## src/rtl/core/ssa_pkg.sv

```systemverilog
// Shared types and constants of the section slot allocator.
// Depends on nothing; imported by every module of the block.
package ssa_pkg;

   localparam int NUM_SECTIONS_DEF  = 1024;
   localparam int SECTION_SHIFT_DEF = 20;

   localparam int ADDR_W         = 32;
   localparam int IO_FIRST_W     = 11;
   localparam int SEARCH_START_W = 10;
   localparam int CSR_DATA_W     = 11;
   localparam int CSR_IDX_W      = 1;

   localparam logic [CSR_IDX_W-1:0] CSR_IO_FIRST_SLOT     = 1'b0;
   localparam logic [CSR_IDX_W-1:0] CSR_SEARCH_START_SLOT = 1'b1;

   localparam logic [IO_FIRST_W-1:0]     IO_FIRST_RESET     = 11'd1008;
   localparam logic [SEARCH_START_W-1:0] SEARCH_START_RESET = 10'd10;

   typedef enum logic [1:0] {
      FUNC_INIT  = 2'd0,
      FUNC_ALLOC = 2'd1,
      FUNC_FREE  = 2'd2,
      FUNC_QUERY = 2'd3
   } func_type;

   typedef enum logic [1:0] {
      KIND_VACANT   = 2'd0,
      KIND_OCCUPIED = 2'd1,
      KIND_IO       = 2'd2
   } kind_type;

   typedef enum logic [1:0] {
      STATUS_OK    = 2'd0,
      STATUS_FULL  = 2'd1,
      STATUS_RANGE = 2'd2
   } status_type;

   typedef struct packed {
      func_type          func;
      logic [ADDR_W-1:0] phys_address;
   } req_type;

   typedef struct packed {
      logic [ADDR_W-1:0] section_base;
      status_type        status;
      kind_type          slot_kind;
   } rsp_type;

   // Scan pointer operations.
   typedef enum logic [1:0] {
      PTR_HOLD,
      PTR_IO_FIRST,
      PTR_SEARCH_START,
      PTR_INC
   } ptr_op_type;

   typedef enum logic [1:0] {
      WADDR_PTR,
      WADDR_ZERO,
      WADDR_SEC
   } waddr_sel_type;

   typedef enum logic {
      RADDR_PTR,
      RADDR_SEC
   } raddr_sel_type;

   typedef enum logic [2:0] {
      RSP_NONE,
      RSP_DONE,
      RSP_ALLOC,
      RSP_FULL,
      RSP_RANGE,
      RSP_QUERY
   } rsp_op_type;

   typedef struct packed {
      ptr_op_type    ptr_op;
      logic          addr_load;
      logic          mem_we;
      waddr_sel_type waddr_sel;
      kind_type      wkind;
      logic          mem_re;
      raddr_sel_type raddr_sel;
      rsp_op_type    rsp_op;
   } cmd_type;

   typedef struct packed {
      logic ptr_end;
      logic rd_vacant;
      logic sec_in_range;
   } stat_type;

   typedef enum logic [2:0] {
      ST_CLEAR,
      ST_IDLE,
      ST_INIT_IO,
      ST_ALLOC_RD,
      ST_ALLOC_CHK,
      ST_FREE,
      ST_QUERY_RD,
      ST_QUERY_WAIT
   } state_type;

endpackage

```

## src/rtl/core/section_slot_allocator_unit.sv

```systemverilog
// Top level of the section slot allocator: first-fit allocation over a table
// of physical memory sections. Depends on ssa_pkg, ssa_controller, ssa_datapath.
//
//   Channel   Ports                                 Handshake
//   request   start, busy, req_item                 taken when start && !busy
//   result    rsp_valid, rsp_item                   one-cycle strobe, no stall
//   config    csr_we, csr_index, csr_wdata          written when csr_we is high
//
// The block handles one item at a time; busy stays high from acceptance until
// the cycle in which the result strobe is shown, and a new item may be
// accepted in that very cycle. The first-fit scan reads a table entry in
// ST_ALLOC_RD and checks it in ST_ALLOC_CHK, and init writes one entry per
// cycle from the IO start up to the table end.
//
// After reset a clearing pass writes every table entry vacant, one entry per
// cycle, and busy stays high until that pass is over. Configuration writes
// are taken during this pass as at any other time. The receiver of results
// cannot stall the block.
module section_slot_allocator_unit #(
   parameter int NUM_SECTIONS  = ssa_pkg::NUM_SECTIONS_DEF,
   parameter int SECTION_SHIFT = ssa_pkg::SECTION_SHIFT_DEF
) (
   input  logic                                clock,
   input  logic                                reset,
   input  logic                                start,
   output logic                                busy,
   input  ssa_pkg::req_type                    req_item,
   output logic                                rsp_valid,
   output ssa_pkg::rsp_type                    rsp_item,
   input  logic                                csr_we,
   input  logic [ssa_pkg::CSR_IDX_W-1:0]       csr_index,
   input  logic [ssa_pkg::CSR_DATA_W-1:0]      csr_wdata
);
   import ssa_pkg::*;

   // Commands from the controller and status back from the datapath.
   cmd_type  cmd;
   stat_type stat;

   // The controller sequences every operation: the clearing pass, the init
   // sweep, the first-fit scan, and the single-entry free and query.
   ssa_controller u_controller (
      .clock    (clock),
      .reset    (reset),
      .start    (start),
      .req_func (req_item.func),
      .stat     (stat),
      .cmd      (cmd),
      .busy     (busy)
   );

   // The datapath owns the kind table, the scan pointer, the latched address,
   // the configuration registers and the registered result.
   ssa_datapath #(
      .NUM_SECTIONS  (NUM_SECTIONS),
      .SECTION_SHIFT (SECTION_SHIFT)
   ) u_datapath (
      .clock     (clock),
      .reset     (reset),
      .req_item  (req_item),
      .csr_we    (csr_we),
      .csr_index (csr_index),
      .csr_wdata (csr_wdata),
      .cmd       (cmd),
      .stat      (stat),
      .rsp_valid (rsp_valid),
      .rsp_item  (rsp_item)
   );

endmodule

```

## src/rtl/core/ssa_datapath.sv

```systemverilog
// Datapath of the section slot allocator: kind table, scan pointer,
// configuration registers and result register. Depends on ssa_pkg.
module ssa_datapath #(
   parameter int NUM_SECTIONS  = ssa_pkg::NUM_SECTIONS_DEF,
   parameter int SECTION_SHIFT = ssa_pkg::SECTION_SHIFT_DEF
) (
   input  logic                                clock,
   input  logic                                reset,
   input  ssa_pkg::req_type                    req_item,
   input  logic                                csr_we,
   input  logic [ssa_pkg::CSR_IDX_W-1:0]       csr_index,
   input  logic [ssa_pkg::CSR_DATA_W-1:0]      csr_wdata,
   input  ssa_pkg::cmd_type                    cmd,
   output ssa_pkg::stat_type                   stat,
   output logic                                rsp_valid,
   output ssa_pkg::rsp_type                    rsp_item
);
   import ssa_pkg::*;

   localparam int IDX_W = (NUM_SECTIONS > 1) ? $clog2(NUM_SECTIONS) : 1;
   localparam int CNT_W = $clog2(NUM_SECTIONS + 1);
   localparam int PTR_W = (CNT_W > IO_FIRST_W) ? CNT_W : IO_FIRST_W;

   logic [IO_FIRST_W-1:0]     io_first_ff;
   logic [SEARCH_START_W-1:0] search_start_ff;
   logic [ADDR_W-1:0]         addr_ff;
   logic [PTR_W-1:0]          ptr_ff;
   logic [PTR_W-1:0]          ptr_in;
   kind_type                  rd_kind_ff;
   rsp_type                   rsp_ff;
   rsp_type                   rsp_in;
   logic                      rsp_valid_ff;
   logic                      rsp_valid_in;
   logic [ADDR_W-1:0]         sec_full;
   logic [IDX_W-1:0]          sec_idx;
   logic [IDX_W-1:0]          ptr_idx;
   logic [IDX_W-1:0]          waddr;
   logic [IDX_W-1:0]          raddr;

   kind_type kinds_mem [NUM_SECTIONS];

   assign sec_full = addr_ff >> SECTION_SHIFT;
   assign sec_idx  = sec_full[IDX_W-1:0];
   assign ptr_idx  = ptr_ff[IDX_W-1:0];

   assign stat.sec_in_range = (sec_full < ADDR_W'(NUM_SECTIONS));
   assign stat.ptr_end      = (ptr_ff >= PTR_W'(NUM_SECTIONS));
   assign stat.rd_vacant    = (rd_kind_ff == KIND_VACANT);

   always_comb begin
      unique case (cmd.waddr_sel)
         WADDR_PTR:  waddr = ptr_idx;
         WADDR_ZERO: waddr = '0;
         WADDR_SEC:  waddr = sec_idx;
         default:    waddr = ptr_idx;
      endcase
      unique case (cmd.raddr_sel)
         RADDR_PTR: raddr = ptr_idx;
         RADDR_SEC: raddr = sec_idx;
         default:   raddr = ptr_idx;
      endcase
   end

   always_ff @(posedge clock) begin
      if (cmd.mem_we) begin
         kinds_mem[waddr] <= cmd.wkind;
      end
      if (cmd.mem_re) begin
         rd_kind_ff <= kinds_mem[raddr];
      end
   end

   always_comb begin
      unique case (cmd.ptr_op)
         PTR_HOLD:         ptr_in = ptr_ff;
         PTR_IO_FIRST:     ptr_in = PTR_W'(io_first_ff);
         PTR_SEARCH_START: ptr_in = PTR_W'(search_start_ff);
         PTR_INC:          ptr_in = ptr_ff + PTR_W'(1);
         default:          ptr_in = ptr_ff;
      endcase
   end

   always_ff @(posedge clock) begin
      if (reset) begin
         ptr_ff <= '0;
      end else begin
         ptr_ff <= ptr_in;
      end
   end

   always_ff @(posedge clock) begin
      if (cmd.addr_load) begin
         addr_ff <= req_item.phys_address;
      end
   end

   always_ff @(posedge clock) begin
      if (reset) begin
         io_first_ff     <= IO_FIRST_RESET;
         search_start_ff <= SEARCH_START_RESET;
      end else if (csr_we) begin
         unique case (csr_index)
            CSR_IO_FIRST_SLOT:     io_first_ff     <= csr_wdata[IO_FIRST_W-1:0];
            CSR_SEARCH_START_SLOT: search_start_ff <= csr_wdata[SEARCH_START_W-1:0];
            default: ;
         endcase
      end
   end

   always_comb begin
      rsp_in = rsp_ff;
      case (cmd.rsp_op)
         RSP_DONE: begin
            rsp_in.section_base = '0;
            rsp_in.status       = STATUS_OK;
            rsp_in.slot_kind    = KIND_VACANT;
         end
         RSP_ALLOC: begin
            rsp_in.section_base = ADDR_W'(ptr_ff) << SECTION_SHIFT;
            rsp_in.status       = STATUS_OK;
            rsp_in.slot_kind    = KIND_OCCUPIED;
         end
         RSP_FULL: begin
            rsp_in.section_base = '0;
            rsp_in.status       = STATUS_FULL;
            rsp_in.slot_kind    = KIND_VACANT;
         end
         RSP_RANGE: begin
            rsp_in.section_base = '0;
            rsp_in.status       = STATUS_RANGE;
            rsp_in.slot_kind    = KIND_VACANT;
         end
         RSP_QUERY: begin
            rsp_in.section_base = '0;
            rsp_in.status       = STATUS_OK;
            rsp_in.slot_kind    = rd_kind_ff;
         end
         default: rsp_in = rsp_ff;
      endcase
   end

   assign rsp_valid_in = (cmd.rsp_op != RSP_NONE);

   always_ff @(posedge clock) begin
      rsp_ff <= rsp_in;
   end

   always_ff @(posedge clock) begin
      if (reset) begin
         rsp_valid_ff <= 1'b0;
      end else begin
         rsp_valid_ff <= rsp_valid_in;
      end
   end

   assign rsp_valid = rsp_valid_ff;
   assign rsp_item  = rsp_ff;

endmodule

```

## src/rtl/core/ssa_controller.sv

```systemverilog
// Controller state machine of the section slot allocator.
// Depends on ssa_pkg; drives the datapath by command and status structs.
module ssa_controller (
   input  logic              clock,
   input  logic              reset,
   input  logic              start,
   input  ssa_pkg::func_type req_func,
   input  ssa_pkg::stat_type stat,
   output ssa_pkg::cmd_type  cmd,
   output logic              busy
);
   import ssa_pkg::*;

   state_type state_ff;
   state_type state_in;

   always_ff @(posedge clock) begin
      if (reset) begin
         state_ff <= ST_CLEAR;
      end else begin
         state_ff <= state_in;
      end
   end

   always_comb begin
      state_in      = state_ff;
      cmd.ptr_op    = PTR_HOLD;
      cmd.addr_load = 1'b0;
      cmd.mem_we    = 1'b0;
      cmd.waddr_sel = WADDR_PTR;
      cmd.wkind     = KIND_VACANT;
      cmd.mem_re    = 1'b0;
      cmd.raddr_sel = RADDR_PTR;
      cmd.rsp_op    = RSP_NONE;

      unique case (state_ff)
         ST_CLEAR: begin
            if (stat.ptr_end) begin
               state_in = ST_IDLE;
            end else begin
               cmd.mem_we = 1'b1;
               cmd.ptr_op = PTR_INC;
            end
         end
         ST_IDLE: begin
            if (start) begin
               cmd.addr_load = 1'b1;
               unique case (req_func)
                  FUNC_INIT: begin
                     cmd.mem_we    = 1'b1;
                     cmd.waddr_sel = WADDR_ZERO;
                     cmd.wkind     = KIND_OCCUPIED;
                     cmd.ptr_op    = PTR_IO_FIRST;
                     state_in      = ST_INIT_IO;
                  end
                  FUNC_ALLOC: begin
                     cmd.ptr_op = PTR_SEARCH_START;
                     state_in   = ST_ALLOC_RD;
                  end
                  FUNC_FREE:  state_in = ST_FREE;
                  FUNC_QUERY: state_in = ST_QUERY_RD;
                  default:    state_in = ST_IDLE;
               endcase
            end
         end
         ST_INIT_IO: begin
            if (stat.ptr_end) begin
               cmd.rsp_op = RSP_DONE;
               state_in   = ST_IDLE;
            end else begin
               cmd.mem_we = 1'b1;
               cmd.wkind  = KIND_IO;
               cmd.ptr_op = PTR_INC;
            end
         end
         ST_ALLOC_RD: begin
            if (stat.ptr_end) begin
               cmd.rsp_op = RSP_FULL;
               state_in   = ST_IDLE;
            end else begin
               cmd.mem_re = 1'b1;
               state_in   = ST_ALLOC_CHK;
            end
         end
         ST_ALLOC_CHK: begin
            if (stat.rd_vacant) begin
               cmd.mem_we = 1'b1;
               cmd.wkind  = KIND_OCCUPIED;
               cmd.rsp_op = RSP_ALLOC;
               state_in   = ST_IDLE;
            end else begin
               cmd.ptr_op = PTR_INC;
               state_in   = ST_ALLOC_RD;
            end
         end
         ST_FREE: begin
            if (stat.sec_in_range) begin
               cmd.mem_we    = 1'b1;
               cmd.waddr_sel = WADDR_SEC;
               cmd.rsp_op    = RSP_DONE;
            end else begin
               cmd.rsp_op = RSP_RANGE;
            end
            state_in = ST_IDLE;
         end
         ST_QUERY_RD: begin
            if (stat.sec_in_range) begin
               cmd.mem_re    = 1'b1;
               cmd.raddr_sel = RADDR_SEC;
               state_in      = ST_QUERY_WAIT;
            end else begin
               cmd.rsp_op = RSP_RANGE;
               state_in   = ST_IDLE;
            end
         end
         ST_QUERY_WAIT: begin
            cmd.rsp_op = RSP_QUERY;
            state_in   = ST_IDLE;
         end
         default: state_in = ST_IDLE;
      endcase
   end

   assign busy = (state_ff != ST_IDLE);

endmodule

```

## config.mk

```make
export PLATFORM = sky130hd
export DESIGN_NAME = section_slot_allocator_unit
export DESIGN_NICKNAME = d
export VERILOG_FILES = /design/src/rtl/core/ssa_pkg.sv /design/src/rtl/core/section_slot_allocator_unit.sv /design/src/rtl/core/ssa_datapath.sv /design/src/rtl/core/ssa_controller.sv
export SDC_FILE = /design/constraint.sdc
export NUM_CORES = 2
export LEC_CHECK = 0
export BUFFER_PORTS_ARGS = -buffer_cell sky130_fd_sc_hd__buf_2
export CAP_MARGIN = 10
export CORE_MARGIN = 3
export CORE_UTILIZATION = 63
export CTS_CLUSTER_DIAMETER = 80
export CTS_CLUSTER_SIZE = 10
export DETAILED_ROUTE_END_ITERATION = 10
export PLACE_DENSITY = 0.75
export RECOVER_POWER = 50
export SETUP_SLACK_MARGIN = 0.1
export SLEW_MARGIN = 40
export SYNTH_ARGS = -nofsm -noshare
export SYNTH_HDL_FRONTEND = slang
export SYNTH_SLANG_ARGS = --single-unit
```

## constraint.sdc

```tcl
create_clock -name clock -period 52.3 [get_ports clock]
set_input_delay 2.615 -clock clock [delete_from_list [all_inputs] [get_ports clock]]
set_output_delay 2.615 -clock clock [all_outputs]
set_load 0.01 [all_outputs]
```

==> impl_metrics.json <==
{
  "path_delay_family": "buffers and inverters",
  "cp_cell_sequence": "clkbuf_1 > inv_1 > clkbuf_1 > nand3_1 > nor2_1 > nand2_1 > nand2_1 > clkbuf_1 > clkbuf_1 > clkbuf_1 > buf_4",
  "fin_nets": 6878,
  "regArea_sq_mm": 0.0631,
  "startpoint": "u_controller.state_ff[1]",
  "worstReg2RegStart": "u_controller.state_ff[1]",
  "slowest_stage": "clkbuf_1",
  "port_buffers": 46,
  "tns_ns": 0,
  "slowest_delay_ns": 4.02,
  "synth_cell_types": 86,
  "dpl_worst_slack_ns": 45.24,
  "worst_pin_slew_ns": 5.47,
  "startpoint_type": "register",
  "dp_hpwl_mm": 146,
  "worst-path-buf-inv": 7,
  "critPathCapture": "u_datapath.kinds_mem[209][0]",
  "outcome": "finished with violations",
  "internal_power_mw": 3.10,
  "die_w_um": 381,
  "r2r-end": "u_datapath.kinds_mem[209][0]",
  "rows": 136,
  "gp_congestion": 0.920,
  "synth_ff_type": "edfxtp_1",
  "grt_pass1_vias": 58700,
  "netlist_top_cells_area": "edfxtp_1, nor2_1, nand2_1",
  "cts_buffers": 230,
  "grt_pass1_wl_mm": 385,
  "worstSkewPairLatency_ns": 0.87,
  "mostFrequentLayoutCell": "edfxtp_1",
  "cts-resized-gates": 0,
  "post_cts_buffers": 0,
  "violations": "capacitance limit, slew limit",
  "coreArea_sq_mm": 0.138,
  "start_util": 0.639,
  "ys.warnings.count": 0,
  "vias": 61000,
  "worst_hold_path_type": "register to register",
  "multi_input_area_sq_mm": 0.0237,
  "dr.pass1.iters": 7,
  "synth_seq_cells": 2113,
  "comb_power_share": 0.263,
  "drv_slew": 2126,
  "setup_viol": 0,
  "drive_gt1_frac": 0.0802,
  "max_freq_mhz": 58.0,
  "endpoint_kind": "register",
  "final_cell_mix": "edfxtp_1, nor2_1, nand2_1, mux2i_1, nand3_1",
  "grt_max_degree": 224,
  "crit_type": "register to register",
  "drtAntennaViolNets": 0,
  "switching_share": 0.339,
  "p_per_area_mw_per_mm2": 48.4,
  "async_flop_share": 0,
  "r2r_slack_ns": 35.05,
  "cts_tree": "done",
  "fin_crit_sh": 0.330,
  "first_iter_violations": 10100,
  "worstPathArrival_ns": 17.78,
  "viasPerCell": 6.98,
  "p_seq_frac": 0.437,
  "clockPowerShare": 0.299,
  "grt-ovfl-total": 0,
  "area_delta_synth_final_pct": 9.54,
  "die-area_sq_mm": 0.145,
  "cts_hold_buf": 0,
  "cts.clk_slew.worst_paths_ns": 0.06,
  "reg2reg_depth": 11,
  "htreeDepth": 4,
  "max_slew_margin": -2.65,
  "fp.dieH_um": 381,
  "synth.avg_cell_area_sq_um": 12.8,
  "wl_per_cell_um": 30.5,
  "seq_area_frac_synth": 0.714,
  "synth-edff-count": 2077,
  "p_sw_mw": 1.59,
  "finalWorstSetupSlack_ns": 35.05,
  "cp.required_ns": 52.83,
  "clkSinkCount": 2113,
  "max_cap_viol_count": 24,
  "final_util": 0.700,
  "cp.depth": 11,
  "syn_area_sq_mm": 0.0884,
  "static-leakage-power_nw": 31.1,
  "drc": 0,
  "clock_path_buffers": 3,
  "synth_top_area_share": 0.705,
  "root_buffer": "clkbuf_16",
  "ioPinCount": 88,
  "critical_path.most_common_cell": "clkbuf_1",
  "wirelength_mm": 267,
  "critPathMaxFanout": 134,
  "fill_cells": 9122,
  "skew_ns": 0.0486,
  "grt_antenna_before_repair": 13,
  "synthCells": 6930,
  "synth_top_area_cell": "edfxtp_1",
  "rsz0062_at_grt": "no",
  "fin_crit_ns": 17.25,
  "report.final.hold_viol_count": 0,
  "ir_drop_uv": 54.7,
  "grt_util_all_layers": 0.362
}
metrics by stage:
stage	total power [mW]	cell area, sq um	std cells	hold slack [ns]
6_report	4.69	96900	8731	0.467
5_1_grt	4.80	96800	8720	0.495
4_1_cts	4.62	97100	8718	0.461
3_5_place_dp	3.24	90900	8447	0.453
3_3_place_gp	3.20	90300	8443	0.448
2_1_floorplan	2.97	88500	6950	0.436
registers in the layout, indices dropped and copies added, names as in the netlist:
name,cells
u_datapath.io_first_ff,11
u_datapath.search_start_ff,10
u_datapath.ptr_ff,11
u_datapath.addr_ff,12
u_datapath.rsp_valid,1
u_controller.state_ff,3
u_datapath.rd_kind_ff,2
u_datapath.kinds_mem,2048
u_datapath.rsp_item,15
worst min-delay path, cell delays in order (launching register included):
cell and delay, ns:
dfxtp_1 0.31, nand2_1 0.05, a21oi_1 0.05
area by class of cell:
type | instances | area share
Antenna cell | 11 | 0.000284
Multi-Input combinational cell | 4236 | 0.244
Clock buffer | 253 | 0.0603
Tap cell | 1863 | 0.0241
Timing Repair Buffer | 214 | 0.0152
Inverter | 23 | 0.000891
Clock inverter | 18 | 0.00358
Sequential cell | 2113 | 0.651
power groups by stage:
stage / Combinational [mW] / Sequential [mW] / Clock (mW)
2_1_floorplan: 0.694 / 2.27 / 0
6_report: 1.23 / 2.05 / 1.40
4_1_cts: 1.19 / 2.02 / 1.41
3_5_place_dp: 1.19 / 2.05 / 0
3_3_place_gp: 1.15 / 2.05 / 0
5_1_grt: 1.27 / 2.05 / 1.47
logic make-up (layout without fill, tap and decap cells):
group | after synthesis | count (layout) | synth area share
mux | 353 | 353 | 0.0400
buf+inv | 601 | 508 | 0.0299
flops | 2113 | 2113 | 0.714
simple gates | 2784 | 2784 | 0.132
fa+ha+maj | 10 | 10 | 0.00142
compound gates | 1066 | 1066 | 0.0829
xor+xnor | 2 | 2 | 0.000198
other cells | 1 | 32 | 0.0000424
per-layer routing:
metal  vias to the layer above  routed length [um]  track usage
met5                         -                  46            0
met4                         8               16400        0.200
met3                       889               41400        0.108
met2                      4990              117000        0.532
met1                     29700               91500        0.490
li1                      25400                   -            -
how the worst min path moves through the flow:
stage                     cells past startpoint                           from                            end  slack [ns]
final                                         2  u_datapath.search_start_ff[5]  u_datapath.search_start_ff[5]        0.47
after global routing                          2  u_datapath.search_start_ff[6]  u_datapath.search_start_ff[6]        0.49
after CTS                                     2  u_datapath.search_start_ff[5]  u_datapath.search_start_ff[5]        0.46
after detailed placement                      2  u_datapath.search_start_ff[5]  u_datapath.search_start_ff[5]        0.45
after global placement                        2  u_datapath.search_start_ff[8]  u_datapath.search_start_ff[8]        0.45
after floorplan                               2  u_datapath.search_start_ff[9]  u_datapath.search_start_ff[9]        0.44
synthesized netlist by cell type, types with 10 or more instances:
cell,n
a211oi_1,132
nand4_1,39
nor2b_1,10
a221oi_1,16
clkbuf_1,356
mux2i_1,350
a21oi_1,221
o31ai_1,14
nand2_1,1102
inv_1,20
buf_6,13
o21ai_0,85
and3_1,126
nor2_1,1107
a22oi_1,30
dfxtp_1,36
ha_1,10
edfxtp_1,2077
a31oi_1,166
o22ai_1,115
nand3_1,238
a311oi_1,52
a22o_1,11
buf_1,37
or4_1,15
a222oi_1,34
a32oi_1,37
buf_4,30
and2_1,10
a21o_1,12
buf_2,141
nor4_1,50
nor3_1,29
o211ai_1,18
nand2b_1,12
Note: power is estimated with default switching activity, not from simulation.
